===== config.mk =====
export PLATFORM = sky130hd
export DESIGN_NAME = sha1_message_digest
export DESIGN_NICKNAME = d
export VERILOG_FILES = /design/src/sha1md_pkg.sv /design/src/sha1md_ctrl.sv /design/src/sha1md_dp.sv /design/src/sha1_message_digest.sv
export SDC_FILE = /design/constraint.sdc
export NUM_CORES = 2
export LEC_CHECK = 0
export BUFFER_PORTS_ARGS = -buffer_cell sky130_fd_sc_hd__buf_4
export CELL_PAD_IN_SITES_DETAIL_PLACEMENT = 1
export CELL_PAD_IN_SITES_GLOBAL_PLACEMENT = 2
export CORE_MARGIN = 3
export CORE_UTILIZATION = 40
export DETAILED_ROUTE_END_ITERATION = 12
export PLACE_DENSITY_LB_ADDON = 0.2
export SLEW_MARGIN = 20
export SYNTH_ARGS = -nofsm -noshare
export SYNTH_HDL_FRONTEND = slang
export SYNTH_SLANG_ARGS = --single-unit

===== constraint.sdc =====
create_clock -name i_clk -period 8.6 [get_ports i_clk]
set_clock_uncertainty 0.2 [all_clocks]
set_input_delay 0.43 -clock i_clk [delete_from_list [all_inputs] [get_ports i_clk]]
set_output_delay 0.43 -clock i_clk [all_outputs]
set_load 0.005 [all_outputs]

===== src/sha1md_pkg.sv =====
// shared types and constants for the sha-1 message digest block
// used by sha1md_ctrl, sha1md_dp and sha1_message_digest; no dependencies
package sha1md_pkg;

    typedef logic [31:0] t_word;

    // round constants, one per group of twenty rounds
    localparam t_word K_R0 = 32'h5a827999;
    localparam t_word K_R1 = 32'h6ed9eba1;
    localparam t_word K_R2 = 32'h8f1bbcdc;
    localparam t_word K_R3 = 32'hca62c1d6;

    // initial chaining value, index 0 is h0
    localparam logic [4:0][31:0] H_INIT = {
        32'hc3d2e1f0, 32'h10325476, 32'h98badcfe, 32'hefcdab89, 32'h67452301
    };

    localparam logic [7:0] PAD_BYTE  = 8'h80;
    localparam logic [6:0] LAST_ROUND = 7'd79;
    localparam logic [2:0] LAST_WORD  = 3'd4;

    // commands from the controller to the datapath
    typedef struct packed {
        logic put_byte;   // write the input byte at the current position, count it
        logic pad_byte;   // write the 0x80 marker at the current position
        logic put_len;    // write the bit length into words 14 and 15
        logic start;      // load working variables from the chaining value
        logic round;      // run one compression round
        logic add;        // fold working variables into the chaining value, clear block
        logic next_word;  // step to the next digest word
        logic finish;     // back to the initial chaining value and zero count
    } t_cmd;

    // status from the datapath to the controller
    typedef struct packed {
        logic block_full;  // next byte fills the block
        logic pad_spill;   // marker lands where the length goes
        logic round_last;  // current round is the last one
        logic word_last;   // current digest word is h4
    } t_status;

endpackage


===== src/sha1md_ctrl.sv =====
// controller state machine for the sha-1 message digest block
// drives sha1md_dp through sha1md_pkg::t_cmd and reads sha1md_pkg::t_status
module sha1md_ctrl (
    input  logic                i_clk,
    input  logic                i_rst_n,
    input  logic                i_valid,
    input  logic                i_byte_valid,
    input  logic                i_last_byte,
    input  logic                i_ready,
    input  sha1md_pkg::t_status i_status,
    output sha1md_pkg::t_cmd    o_cmd,
    output logic                o_ready,
    output logic                o_valid
);

    localparam logic [2:0] S_IDLE = 3'd0;
    localparam logic [2:0] S_RND  = 3'd1;
    localparam logic [2:0] S_ADD  = 3'd2;
    localparam logic [2:0] S_PAD  = 3'd3;
    localparam logic [2:0] S_LEN  = 3'd4;
    localparam logic [2:0] S_OUT  = 3'd5;

    // what follows the running compression
    localparam logic [1:0] PH_DATA  = 2'd0;
    localparam logic [1:0] PH_PAD1  = 2'd1;
    localparam logic [1:0] PH_FINAL = 2'd2;

    logic [2:0] r_state, n_state;
    logic [1:0] r_phase, n_phase;
    logic       r_last, n_last;

    always_ff @(posedge i_clk) begin
        if (!i_rst_n) begin
            r_state <= S_IDLE;
            r_phase <= PH_DATA;
            r_last  <= 1'b0;
        end else begin
            r_state <= n_state;
            r_phase <= n_phase;
            r_last  <= n_last;
        end
    end

    assign o_ready = (r_state == S_IDLE);
    assign o_valid = (r_state == S_OUT);

    always_comb begin
        n_state = r_state;
        n_phase = r_phase;
        n_last  = r_last;
        o_cmd   = '0;
        case (r_state)
            S_IDLE: begin
                if (i_valid) begin
                    o_cmd.put_byte = i_byte_valid;
                    if (i_byte_valid && i_status.block_full) begin
                        o_cmd.start = 1'b1;
                        n_phase     = PH_DATA;
                        n_last      = i_last_byte;
                        n_state     = S_RND;
                    end else if (i_last_byte) begin
                        n_state = S_PAD;
                    end
                end
            end
            S_RND: begin
                o_cmd.round = 1'b1;
                if (i_status.round_last) begin
                    n_state = S_ADD;
                end
            end
            S_ADD: begin
                o_cmd.add = 1'b1;
                case (r_phase)
                    PH_DATA:  n_state = r_last ? S_PAD : S_IDLE;
                    PH_PAD1:  n_state = S_LEN;
                    PH_FINAL: n_state = S_OUT;
                    default:  n_state = S_IDLE;
                endcase
            end
            S_PAD: begin
                o_cmd.pad_byte = 1'b1;
                if (i_status.pad_spill) begin
                    o_cmd.start = 1'b1;
                    n_phase     = PH_PAD1;
                    n_state     = S_RND;
                end else begin
                    n_state = S_LEN;
                end
            end
            S_LEN: begin
                o_cmd.put_len = 1'b1;
                o_cmd.start   = 1'b1;
                n_phase       = PH_FINAL;
                n_state       = S_RND;
            end
            S_OUT: begin
                if (i_ready) begin
                    o_cmd.next_word = 1'b1;
                    if (i_status.word_last) begin
                        o_cmd.finish = 1'b1;
                        n_last       = 1'b0;
                        n_state      = S_IDLE;
                    end
                end
            end
            default: begin
                n_state = S_IDLE;
            end
        endcase
    end

endmodule


===== src/sha1md_dp.sv =====
// datapath of the sha-1 message digest block: block window, round unit,
// chaining value, byte count and digest word select; uses sha1md_pkg
module sha1md_dp (
    input  logic                i_clk,
    input  logic                i_rst_n,
    input  sha1md_pkg::t_cmd    i_cmd,
    input  logic [7:0]          i_data_byte,
    output sha1md_pkg::t_status o_status,
    output logic [31:0]         o_digest_word,
    output logic [2:0]          o_word_index,
    output logic                o_final_word
);

    logic [15:0][31:0] r_w, n_w;
    logic [4:0][31:0]  r_chain;
    logic [63:0]       r_count;
    logic [6:0]        r_rnd;
    logic [2:0]        r_widx;
    sha1md_pkg::t_word r_a, r_b, r_c, r_d, r_e;

    logic [5:0]        w_pos;
    logic [7:0]        w_byte;
    logic [63:0]       w_len;
    sha1md_pkg::t_word w_x, w_new, w_f, w_k, w_t;

    assign w_pos  = r_count[5:0];
    assign w_byte = i_cmd.put_byte ? i_data_byte : sha1md_pkg::PAD_BYTE;
    assign w_len  = {r_count[60:0], 3'b000};

    // window holds w[r..r+15]; the incoming word is w[r+16]
    assign w_x   = r_w[13] ^ r_w[8] ^ r_w[2] ^ r_w[0];
    assign w_new = {w_x[30:0], w_x[31]};

    always_comb begin
        if (r_rnd < 7'd20) begin
            w_f = (r_b & r_c) | (~r_b & r_d);
            w_k = sha1md_pkg::K_R0;
        end else if (r_rnd < 7'd40) begin
            w_f = r_b ^ r_c ^ r_d;
            w_k = sha1md_pkg::K_R1;
        end else if (r_rnd < 7'd60) begin
            w_f = (r_b & r_c) | (r_b & r_d) | (r_c & r_d);
            w_k = sha1md_pkg::K_R2;
        end else begin
            w_f = r_b ^ r_c ^ r_d;
            w_k = sha1md_pkg::K_R3;
        end
    end

    assign w_t = {r_a[26:0], r_a[31:27]} + w_f + r_e + w_k + r_w[0];

    always_comb begin
        n_w = r_w;
        if (i_cmd.add) begin
            n_w = '0;
        end else if (i_cmd.round) begin
            for (int i = 0; i < 15; i++) begin
                n_w[i] = r_w[i + 1];
            end
            n_w[15] = w_new;
        end else begin
            if (i_cmd.put_byte || i_cmd.pad_byte) begin
                // lane 0 is the most significant byte
                n_w[w_pos[5:2]][{~w_pos[1:0], 3'b000} +: 8] = w_byte;
            end
            if (i_cmd.put_len) begin
                n_w[14] = w_len[63:32];
                n_w[15] = w_len[31:0];
            end
        end
    end

    always_ff @(posedge i_clk) begin
        if (!i_rst_n) begin
            r_w <= '0;
        end else begin
            r_w <= n_w;
        end
    end

    always_ff @(posedge i_clk) begin
        if (!i_rst_n) begin
            r_chain <= sha1md_pkg::H_INIT;
            r_count <= '0;
            r_rnd   <= '0;
            r_widx  <= '0;
        end else begin
            if (i_cmd.put_byte) begin
                r_count <= r_count + 64'd1;
            end
            if (i_cmd.start) begin
                r_rnd <= '0;
            end else if (i_cmd.round) begin
                r_rnd <= r_rnd + 7'd1;
            end
            if (i_cmd.add) begin
                r_chain[0] <= r_chain[0] + r_a;
                r_chain[1] <= r_chain[1] + r_b;
                r_chain[2] <= r_chain[2] + r_c;
                r_chain[3] <= r_chain[3] + r_d;
                r_chain[4] <= r_chain[4] + r_e;
            end
            if (i_cmd.finish) begin
                r_chain <= sha1md_pkg::H_INIT;
                r_count <= '0;
                r_widx  <= '0;
            end else if (i_cmd.next_word) begin
                r_widx <= r_widx + 3'd1;
            end
        end
    end

    // working variables carry no reset: always loaded before use
    always_ff @(posedge i_clk) begin
        if (i_cmd.start) begin
            r_a <= r_chain[0];
            r_b <= r_chain[1];
            r_c <= r_chain[2];
            r_d <= r_chain[3];
            r_e <= r_chain[4];
        end else if (i_cmd.round) begin
            r_a <= w_t;
            r_b <= r_a;
            r_c <= {r_b[1:0], r_b[31:2]};
            r_d <= r_c;
            r_e <= r_d;
        end
    end

    assign o_status.block_full = (w_pos == 6'd63);
    assign o_status.pad_spill  = (w_pos[5:3] == 3'b111);
    assign o_status.round_last = (r_rnd == sha1md_pkg::LAST_ROUND);
    assign o_status.word_last  = (r_widx == sha1md_pkg::LAST_WORD);

    assign o_digest_word = r_chain[r_widx];
    assign o_word_index  = r_widx;
    assign o_final_word  = (r_widx == sha1md_pkg::LAST_WORD);

endmodule


===== src/sha1_message_digest.sv =====
// sha-1 digest, one message byte per transfer, digest out as five words h0..h4
// a byte that completes a block is followed by the rounds and an add before more input
// a last item's digest follows compression of padding and length, plus an extra block
// when padding spills or the item completes a block; input waits for all 5 word transfers
// reset (synchronous, active low) sets the initial chaining value and zero count
// built from sha1md_ctrl and sha1md_dp, types from sha1md_pkg
module sha1_message_digest (
    input  logic        i_clk,
    input  logic        i_rst_n,
    input  logic        i_valid,
    output logic        o_ready,
    input  logic [7:0]  i_data_byte,
    input  logic        i_byte_valid,
    input  logic        i_last_byte,
    output logic        o_valid,
    input  logic        i_ready,
    output logic [31:0] o_digest_word,
    output logic [2:0]  o_word_index,
    output logic        o_final_word
);

    sha1md_pkg::t_cmd    w_cmd;
    sha1md_pkg::t_status w_status;

    sha1md_ctrl u_ctrl (
        .i_clk        (i_clk),
        .i_rst_n      (i_rst_n),
        .i_valid      (i_valid),
        .i_byte_valid (i_byte_valid),
        .i_last_byte  (i_last_byte),
        .i_ready      (i_ready),
        .i_status     (w_status),
        .o_cmd        (w_cmd),
        .o_ready      (o_ready),
        .o_valid      (o_valid)
    );

    sha1md_dp u_dp (
        .i_clk         (i_clk),
        .i_rst_n       (i_rst_n),
        .i_cmd         (w_cmd),
        .i_data_byte   (i_data_byte),
        .o_status      (w_status),
        .o_digest_word (o_digest_word),
        .o_word_index  (o_word_index),
        .o_final_word  (o_final_word)
    );

    // no input transfer while a digest is being delivered
    a_no_overlap: assert property (@(posedge i_clk) disable iff (!i_rst_n)
        !(o_ready && o_valid))
        else $error("input and output channels active together");

    // digest words step up by one per transfer
    a_word_step: assert property (@(posedge i_clk) disable iff (!i_rst_n)
        (o_valid && i_ready && !o_final_word) |=>
        (o_valid && o_word_index == $past(o_word_index) + 3'd1))
        else $error("digest word sequence broken");

    // after the last digest word the block takes input again
    a_back_idle: assert property (@(posedge i_clk) disable iff (!i_rst_n)
        (o_valid && i_ready && o_final_word) |=> (o_ready && !o_valid))
        else $error("not idle after digest");

endmodule

==> out/metrics.yaml <==
route:
  via_per_inst: 5.92
  drc: 0
  vias: 45300
  drt_iter0_drc: 3600
  wl_um: 188000
  drtAntennaViolNets: 0
  post_drt_wl_per_cell_um: 24.6
  first_pass_iters: 6
grt:
  grt_pass1_vias: 45800
  grt_pass1_wl_um: 287000
  track_usage_pct: 28.0
  grt_max_degree: 254
  grt-ovfl-total: 0
  antenna_found_initial: 4
cts:
  cts_root_buffer: "clkbuf_16"
  cts_buffer_depth: 3
  htreeDepth: 3
  tritoncts: "yes"
  clkSinkCount: 909
  cts_resized: 0
  path_clk_slew_ns: 0.06
  insertion_delay_ns: 0.75
  cts_buffers: 108
floorplanning:
  die_width_um: 364
  initial_core_util_pct: 40.5
  die_y_um: 364
  fp.coreArea_um2: 126000
  row_count: 130
  num_io_pins: 52
  dieArea_um2: 132000
power_and_ir_drop:
  powerDensity_nw_per_um2: 434
  total_power_mw: 24.5
  leakage_nw: 20.6
  peakVddDrop_mv: 0.380
sta:
  rsz0062_at_grt: "no"
  worst_pin_slew_ns: 1.16
  period_needed_ns: 7.76
  setup_violations: 0
  hold_viol_final: 0
  fin_crit_sh_pct: 90.3
  finalSetupTns_ns: 0
  maxSlewHeadroom_pct: 22.7
  fmax_mhz: 129
  slew_viol_final: 0
  setup_ws_ns: 0.838
  fin_hold_ws_ns: 0.146
setup_path:
  cp.arrival_ns: 8.01
  path_class: "flip-flop to flip-flop"
  cp.required_ns: 8.85
  start_kind: "flip-flop"
  cp-end-kind: "flip-flop"
  path_max_fanout: 35
finish:
  layout.nets: 6274
  fill_cells: 14700
  final_layout_size_suffix_gt1_share_pct: 5.67
  post-route-cell-area_um2: 56400
  syn_to_final_growth_pct: 10.0
min_path:
  hold_class: "input pin to flip-flop"
job:
  maxCapViolCount: 0
synthesis:
  synth_edf_count: 160
  synth_area_leader_cell: "dfxtp_1"
  synth_top_cell_area_share_pct: 29.3
  async_flop_share_pct: 0
  synthesis.area_um2: 51200
  synthFlopType: "dfxtp_1"
  synth_fp_nets: 6424
  ys_types: 92
  seq_area_frac_synth_pct: 38.6
  syn_avg_cell_area_um2: 8.46
  yosys_register_bits: 909
  yosys_warnings: 0
  syn_inst: 6057
  synth_commonest_cells: "nand2_1, dfxtp_1, a21oi_1"
  synthTopCellsByArea: "dfxtp_1, edfxtp_1, nand2_1"
  post-synth-top-count-cell: "nand2_1"
place:
  postPlaceCellArea_um2: 52700
  post-dp-hpwl_um: 131000
  pre_cts_ws_ns: 0.936
  numPortBuffers: 51
  gp_congestion: 0.873
status:
  status: "finished, final reports clean"
## logic make-up (layout without fill, tap and decap cells)
| logic type | count (synthesis) | in the layout | share of synthesized area, % |
|---|---|---|---|
| multiplexers | 49 | 49 | 1.74 |
| AND/OR/NAND/NOR | 1998 | 1998 | 16.6 |
| flip-flops | 909 | 909 | 38.6 |
| buffers and inverters | 602 | 542 | 4.49 |
| AO/OA/AOI/OAI | 1849 | 1849 | 23.0 |
| XOR/XNOR | 297 | 297 | 5.08 |
| other | 0 | 2 | 0 |
| adder cells (fa/ha/maj) | 353 | 353 | 10.4 |
## power breakdown
| part | leakage, nW | switching (mW) | internal [mW] |
|---|---|---|---|
| Combinational | 11.3 | 8.17 | 5.15 |
| Clock | 1.75 | 1.99 | 2.67 |
| Sequential | 7.53 | 1.04 | 5.46 |
| Total | 20.6 | 11.2 | 13.3 |
## flip-flops by register name, indices dropped and copies added, names as in the netlist
register and count:
u_dp.r_w 512, u_dp.r_chain 160, u_dp.r_count 61, u_dp.r_a 32
u_dp.r_b 32, u_dp.r_c 32, u_dp.r_d 32, u_dp.r_e 32
u_dp.r_rnd 7, u_ctrl.r_state 3, u_dp.o_word_index 3, u_ctrl.r_phase 2
u_ctrl.r_last 1
## area by class of cell
class                   instances  area, um2  area share (%)
multi-input cells            4546      29200            51.8
flip-flops and latches        909      19800            35.1
clock buffers                 169       3220            5.72
well taps                    1650       2060            3.66
inverters                     254        953            1.69
repair buffers                 88        769            1.36
clock inverters                31        342           0.606
diodes                          2       5.00         0.00888
## critical path, cell delays in order, from the launching register on
cell       delay (ns)
dfxtp_1          0.37
and3_1           0.24
nor3_1           0.32
clkinv_1         0.11
buf_4            0.29
nand2_2          0.65
nor2_1           0.08
a211oi_1         0.39
fa_1             0.51
inv_1            0.12
fa_1             0.47
fa_1             0.53
inv_1            0.05
ha_1             0.23
inv_1            0.10
fa_1             0.24
nor2b_1          0.08
o31ai_1          0.41
a21oi_1          0.25
a2111oi_2        0.56
o21bai_1         0.17
a41oi_1          0.42
o21ai_1          0.15
a21oi_1          0.26
or4b_1           0.17
nand3_1          0.07
## repair_timing
item / CTS / global route
setup endpoints to repair: 0 / 0
endpoints found under the hold margin: 15 / 0
setup buffers: 0 / 0
hold buffers: 4 / 0
## path summary, 6_finish.rpt
kind	startpoint	cells after the start	endpoint	slack (ns)
worst max register to register	u_dp.r_rnd[3]	25	u_dp.r_a[29]	0.84
worst min-delay path	i_valid	4	u_dp.r_count[1]	0.15
worst max-delay path	u_dp.r_rnd[3]	25	u_dp.r_a[29]	0.84
worst min register to register	u_dp.r_w[221]	2	u_dp.r_w[221]	0.25
## cell usage in the layout, fill, tap and decap left out, types with 24 or more instances in the layout
cell type | Yosys | layout
clkbuf_8 | 0 | 25
nand3_1 | 77 | 77
and2_1 | 44 | 42
nand2b_1 | 24 | 24
nor2b_1 | 58 | 58
dfxtp_1 | 749 | 746
a31oi_1 | 26 | 26
mux4_2 | 32 | 32
edfxtp_1 | 160 | 160
a21oi_1 | 748 | 748
a222oi_1 | 52 | 52
o21a_1 | 25 | 24
a21o_1 | 65 | 65
clkbuf_1 | 293 | 34
or3_1 | 32 | 31
fa_1 | 124 | 124
clkbuf_16 | 0 | 110
inv_1 | 252 | 252
o21bai_1 | 28 | 28
a211oi_1 | 54 | 54
and3_1 | 41 | 40
nor2_1 | 368 | 368
ha_1 | 229 | 229
o211ai_1 | 49 | 49
a22oi_1 | 452 | 452
o21ai_0 | 197 | 197
xnor2_1 | 160 | 160
nand2_1 | 1207 | 1202
xor2_1 | 137 | 137
nand4_1 | 37 | 37
nor3_1 | 45 | 44
buf_4 | 1 | 76
## per-stage QoR
stage / instances / util [%]
finish: 7649 / 44.6
global route: 7647 / 44.6
CTS: 7646 / 44.6
detailed placement: 7442 / 41.7
global placement: 7442 / 41.7
floorplan: 6057 / -
## routing by layer
| metal | part of all wire [%] | GRT usage (%) | vias to the layer above |
|---|---|---|---|
| met5 | 0.021 | 0 | - |
| li1 | - | - | 21200 |
| met3 | 3.8 | 3.09 | 253 |
| met2 | 48 | 47.0 | 890 |
| met1 | 45 | 37.8 | 23000 |
| met4 | 3.2 | 8.48 | 6 |
Note: power is estimated with default switching activity, not from simulation.
